## src/rtl/gmse_ram.sv

```systemverilog
// ----------------------------------------------------------------------------
// gmse_ram
// Simple dual-port RAM, one write and one registered read port.
// ----------------------------------------------------------------------------
module gmse_ram #(
  parameter int DW = 8,
  parameter int AW = 4
) (
  input  logic          clk_i,
  input  logic          we_i,
  input  logic [AW-1:0] waddr_i,
  input  logic [DW-1:0] wdata_i,
  input  logic          re_i,
  input  logic [AW-1:0] raddr_i,
  output logic [DW-1:0] rdata_o
);

  logic [DW-1:0] mem [2**AW];

  always_ff @(posedge clk_i) begin
    if (we_i) begin
      mem[waddr_i] <= wdata_i;
    end
  end

  always_ff @(posedge clk_i) begin
    if (re_i) begin
      rdata_o <= mem[raddr_i];
    end
  end

endmodule

```

## config.mk

```make
export PLATFORM = sky130hd
export DESIGN_NAME = gmse_ram
export DESIGN_NICKNAME = d
export VERILOG_FILES = /design/src/rtl/gmse_ram.sv
export SDC_FILE = /design/constraint.sdc
export NUM_CORES = 1
export LEC_CHECK = 0
export BUFFER_PORTS_ARGS = -buffer_cell sky130_fd_sc_hd__buf_4
export CAP_MARGIN = 5
export CORE_ASPECT_RATIO = 1.4
export CORE_MARGIN = 5
export CORE_UTILIZATION = 43
export CTS_CLUSTER_SIZE = 40
export DETAILED_ROUTE_END_ITERATION = 8
export GPL_TIMING_DRIVEN = 0
export PLACE_DENSITY = 0.58
export SYNTH_ARGS = -nofsm -noshare
export SYNTH_HDL_FRONTEND = slang
export SYNTH_SLANG_ARGS = --single-unit
```

## constraint.sdc

```tcl
create_clock -name clk_i -period 1.61 [get_ports clk_i]
set_input_delay 0.161 -clock clk_i [delete_from_list [all_inputs] [get_ports clk_i]]
set_output_delay 0.161 -clock clk_i [all_outputs]
set_load 0.02 [all_outputs]
```

After elaboration in Yosys (flattened, before gate mapping)
Memories as Yosys holds them, arrays and structs flattened. A register that Yosys moved wholly into a read port is not among the register bits.
Index checks and enable logic that the tools add are counted.

storage, ports and cells
  flip-flop bits (word level) = 0
  memories = 1
  RAM bits = 128

cells by class
  mux-type cells = 2

memory list
  name  words  width  rd ports  clocked after memory_dff  write ports  RTL line  source
  mem   16     8      1         1                         1            18        logic [DW-1:0] mem [2**AW];

operators by type and width
  cell               number
  two-way mux 1 bit  2

Logic depth before layout (Yosys ltp)
  word-level depth = 2
  mapped depth = 5
  depth with buffers taken out = 3

Least setup slack after synthesis
Ideal clock, no wire load.

  kind = input port to flip-flop
  start = in waddr_i[2]
  end = mem mem[0][0], enable pin
  arrival = 1271 ps
  data required time = 1227 ps
  setup slack = -44 ps
  buffers on the path = 0
  stages on the path = 2
  path through = or3b_2 > nor3_1

RTL lines
  what                RTL line  source
  start: declaration  11        input logic [AW-1:0] waddr_i,
  end: declaration    18

Straight into the memory's write port.

==> run_summary.xml <==
<?xml version="1.0" encoding="UTF-8"?>
<metrics>
  <group name="route">
    <metric name="detail_route.wirelength" unit="mm">10.1</metric>
    <metric name="drt_iter0_markers" unit="">153</metric>
    <metric name="route.detailed.vias_per_inst" unit="">5.41</metric>
    <metric name="drt-wirelength-per-cell" unit="µm">23.1</metric>
    <metric name="vias" unit="">2354</metric>
    <metric name="drc" unit="">0</metric>
    <metric name="firstDrtPassIters" unit="">4</metric>
    <metric name="route.antenna.remaining_nets" unit="">0</metric>
  </group>
  <group name="power_and_ir_drop">
    <metric name="total_leakage_power" unit="nW">2.05</metric>
    <metric name="power_per_cell_area" unit="nW/µm²">1290</metric>
    <metric name="design_power_total" unit="mW">7.98</metric>
    <metric name="p_int" unit="mW">6.42</metric>
    <metric name="p_switching" unit="mW">1.57</metric>
    <metric name="swShare" unit="">0.196</metric>
    <metric name="ir_worst_vdd" unit="V">0.000680</metric>
    <metric name="clockPowerShare" unit="">0.445</metric>
    <metric name="pwr-share-seq" unit="">0.502</metric>
    <metric name="p_comb_frac" unit="">0.053</metric>
  </group>
  <group name="global_routing">
    <metric name="globalRouteTotalUtil" unit="">0.151</metric>
    <metric name="grt_max_degree" unit="">17</metric>
    <metric name="number_of_antenna_violations_at_the_first_check_in_global_routing" unit="">0</metric>
    <metric name="grt_first_pass_wirelength" unit="mm">15.0</metric>
    <metric name="grt_pass1_vias" unit="">2547</metric>
    <metric name="grt_total_ovfl" unit="">0</metric>
  </group>
  <group name="clock_tree">
    <metric name="worst_skew_late_latency" unit="ps">410</metric>
    <metric name="tritoncts_sinks" unit="">136</metric>
    <metric name="tritoncts" unit="">yes</metric>
    <metric name="cts_made_buffers" unit="">17</metric>
    <metric name="clock_transition_at_the_registers_of_the_reported_paths" unit="ps">60</metric>
    <metric name="cts_buffer_depth" unit="">2</metric>
    <metric name="htreeDepth" unit="">4</metric>
    <metric name="root_buffer" unit="">sky130_fd_sc_hd__clkbuf_16</metric>
    <metric name="cts-resized-gates" unit="">0</metric>
    <metric name="cts-hold-fix-buffers" unit="">0</metric>
    <metric name="post_cts_buffers" unit="">0</metric>
  </group>
  <group name="synth">
    <metric name="synthesis_stage_register_bit_count" unit="">136</metric>
    <metric name="mean_post_synth_cell_area" unit="µm²">22.8</metric>
    <metric name="synth_xor_area_frac" unit="">0</metric>
    <metric name="combinational_family_with_the_most_area_after_synthesis" unit="">multiplexers</metric>
    <metric name="synth.mux.area_fraction" unit="">0.148</metric>
    <metric name="post_synth_simple_gate_area" unit="">0.0314</metric>
    <metric name="synth_seq_area_share" unit="">0.781</metric>
    <metric name="synth.net_count" unit="">248</metric>
    <metric name="synth_compound_gate_area_share" unit="">0.0230</metric>
    <metric name="yosys_warnings" unit="">0</metric>
    <metric name="synthesis.area" unit="µm²">5230</metric>
    <metric name="synth_adder_area_share" unit="">0</metric>
    <metric name="yosys.cell_types.count" unit="">18</metric>
    <metric name="synthCells" unit="">229</metric>
  </group>
  <group name="placed_design">
    <metric name="place_hpwl" unit="mm">6.71</metric>
    <metric name="place.port_buffers" unit="">25</metric>
    <metric name="gp_routability_congestion" unit="">0.758</metric>
    <metric name="post-place-ws" unit="ps">-394</metric>
  </group>
  <group name="layout">
    <metric name="final_layout_size_suffix_gt1_frac" unit="">0.288</metric>
    <metric name="final_cell_mix" unit="">sky130_fd_sc_hd__edfxtp_1 (136), sky130_fd_sc_hd__buf_4 (26), sky130_fd_sc_hd__mux4_2 (18)</metric>
    <metric name="finish.utilization" unit="">0.519</metric>
    <metric name="layout_commonest_cell" unit="">sky130_fd_sc_hd__edfxtp_1</metric>
    <metric name="final_nets" unit="">294</metric>
    <metric name="fillCellCount" unit="">947</metric>
    <metric name="antenna_cells_inserted" unit="">0</metric>
    <metric name="area.growth.synth_to_final" unit="%">18.0</metric>
  </group>
  <group name="setup_path">
    <metric name="critical_path.max_stage_delay" unit="ps">570</metric>
    <metric name="critical-path-top-delay-family" unit="">multiplexers</metric>
    <metric name="path_buf_inv" unit="">0</metric>
    <metric name="sequence_of_cells_on_the_critical_path" unit="">mux4_1 &gt; a22oi_1 &gt; nand2_1</metric>
    <metric name="worstPathMaxFanout" unit="">1</metric>
    <metric name="crit_required" unit="ps">1760</metric>
    <metric name="slowest_stage" unit="">sky130_fd_sc_hd__mux4_1</metric>
    <metric name="end_kind" unit="">register</metric>
    <metric name="cp.arrival" unit="ps">1720</metric>
    <metric name="worstSetupStartpointType" unit="">register</metric>
    <metric name="critical_path_class" unit="">reg2reg</metric>
    <metric name="path_depth" unit="">3</metric>
    <metric name="reg2reg_depth" unit="">3</metric>
  </group>
  <group name="sta">
    <metric name="finalCritPeriodShare" unit="">0.978</metric>
    <metric name="final.setup.worst_slack" unit="ps">36.1</metric>
    <metric name="maxSlewViolCount" unit="">0</metric>
    <metric name="hold_violations" unit="">0</metric>
    <metric name="max_freq" unit="MHz">635</metric>
    <metric name="worstMarginPinSlew" unit="ps">1170</metric>
    <metric name="setup-violations-final" unit="">0</metric>
    <metric name="grt_setup_unrepaired" unit="">no</metric>
    <metric name="final.setup_skew" unit="ps">9.41</metric>
    <metric name="finalCriticalPeriod" unit="ps">1570</metric>
    <metric name="maxSlewHeadroom" unit="">0.215</metric>
    <metric name="finalHoldWorstSlack" unit="ps">36.2</metric>
  </group>
  <group name="floorplan">
    <metric name="num_rows" unit="">47</metric>
    <metric name="initial_core_util" unit="">0.440</metric>
    <metric name="total_die_area" unit="µm²">14500</metric>
    <metric name="ios" unit="">27</metric>
    <metric name="die_y" unit="µm">140</metric>
    <metric name="chipWidth" unit="µm">103</metric>
    <metric name="placeableCoreArea" unit="µm²">11900</metric>
  </group>
  <group name="status">
    <metric name="outcome" unit="">complete, no violations</metric>
  </group>
  <group name="hold_path">
    <metric name="min_delay_path_depth" unit="">1</metric>
    <metric name="worst_hold_path_type" unit="">in2reg</metric>
  </group>
  <group name="flow_run">
    <metric name="drv.max_cap_violation_count" unit="">0</metric>
  </group>
</metrics>
-- worst paths after layout --
check	start	end	slack, ps
min	re_i	rdata_o[3]$_DFFE_PP_	40
min reg2reg	mem[13][0]$_DFFE_PP_	rdata_o[0]$_DFFE_PP_	770
max reg2reg	mem[1][2]$_DFFE_PP_	rdata_o[2]$_DFFE_PP_	40
max	mem[1][2]$_DFFE_PP_	rdata_o[2]$_DFFE_PP_	40
-- power groups by stage --
stage | Clock [mW] | Combinational [mW] | Sequential, mW
finish | 3.55 | 0.422 | 4.01
global route | 3.77 | 0.452 | 4.01
CTS | 3.59 | 0.426 | 4.01
detailed placement | 0 | 0.425 | 4.08
global placement | 0 | 0.418 | 4.08
floorplan | 0 | 0.202 | 4.10
-- flip-flops by register name (all words and copies together), names as in the netlist --
signal and cells:
mem 128, rdata_o 8
-- final cells by class --
class / instances / area (µm²) / share of cell area
buffer: 10 / 86.3 / 0.0140
multi-input combinational: 83 / 1070 / 0.173
tap: 147 / 184 / 0.0298
timing repair buffer: 27 / 200 / 0.0325
clock buffer: 21 / 440 / 0.0714
sequential: 136 / 4080 / 0.662
clock inverter: 11 / 106 / 0.0172
-- per-stage QoR --
stage	std cells	TNS (ps)	area [µm²]
6_report	435	0	6170
2_1_floorplan	229	0	5230
5_1_grt	435	0	6170
3_5_place_dp	401	-16030	5600
3_3_place_gp	401	-15820	5600
4_1_cts	433	0	6150
-- synthesized netlist by cell type --
library cell / number / share of area
sky130_fd_sc_hd__and2b_1: 1 / 0.0014
sky130_fd_sc_hd__nand2b_1: 2 / 0.0024
sky130_fd_sc_hd__clkdlybuf4s25_2: 3 / 0.0057
sky130_fd_sc_hd__nand2_1: 9 / 0.0065
sky130_fd_sc_hd__buf_4: 1 / 0.0014
sky130_fd_sc_hd__and2_1: 1 / 0.0012
sky130_fd_sc_hd__buf_6: 3 / 0.0065
sky130_fd_sc_hd__or3b_2: 1 / 0.0017
sky130_fd_sc_hd__edfxtp_1: 136 / 0.78
sky130_fd_sc_hd__mux4_2: 18 / 0.078
sky130_fd_sc_hd__nor2_1: 13 / 0.0093
sky130_fd_sc_hd__mux4_1: 14 / 0.070
sky130_fd_sc_hd__buf_2: 3 / 0.0029
sky130_fd_sc_hd__nor3_1: 4 / 0.0038
sky130_fd_sc_hd__nand3_1: 1 / 0.00096
sky130_fd_sc_hd__a22oi_1: 16 / 0.023
sky130_fd_sc_hd__nor2b_1: 1 / 0.0012
sky130_fd_sc_hd__nand3b_1: 2 / 0.0029
-- cell families after synthesis --
logic type | count (synthesis)
AND/OR/NAND/NOR | 35
AO/OA/AOI/OAI | 16
flip-flops | 136
multiplexers | 32
buffers and inverters | 10
-- worst reg2reg max path: cells and delay by family (launching register included) --
kind,cells,cell delay (ps)
DFF,1,350
muxes,1,570
AOI/OAI and AO/OA,1,280
and+or+nand+nor,1,110
-- routing by layer --
metal / global-route usage / share of wire
met3: 0.0438 / 0.055
met5: 0 / 0
met2: 0.249 / 0.54
met4: 0.0553 / 0.013
met1: 0.187 / 0.39
Power figures use the tool's default switching activity.
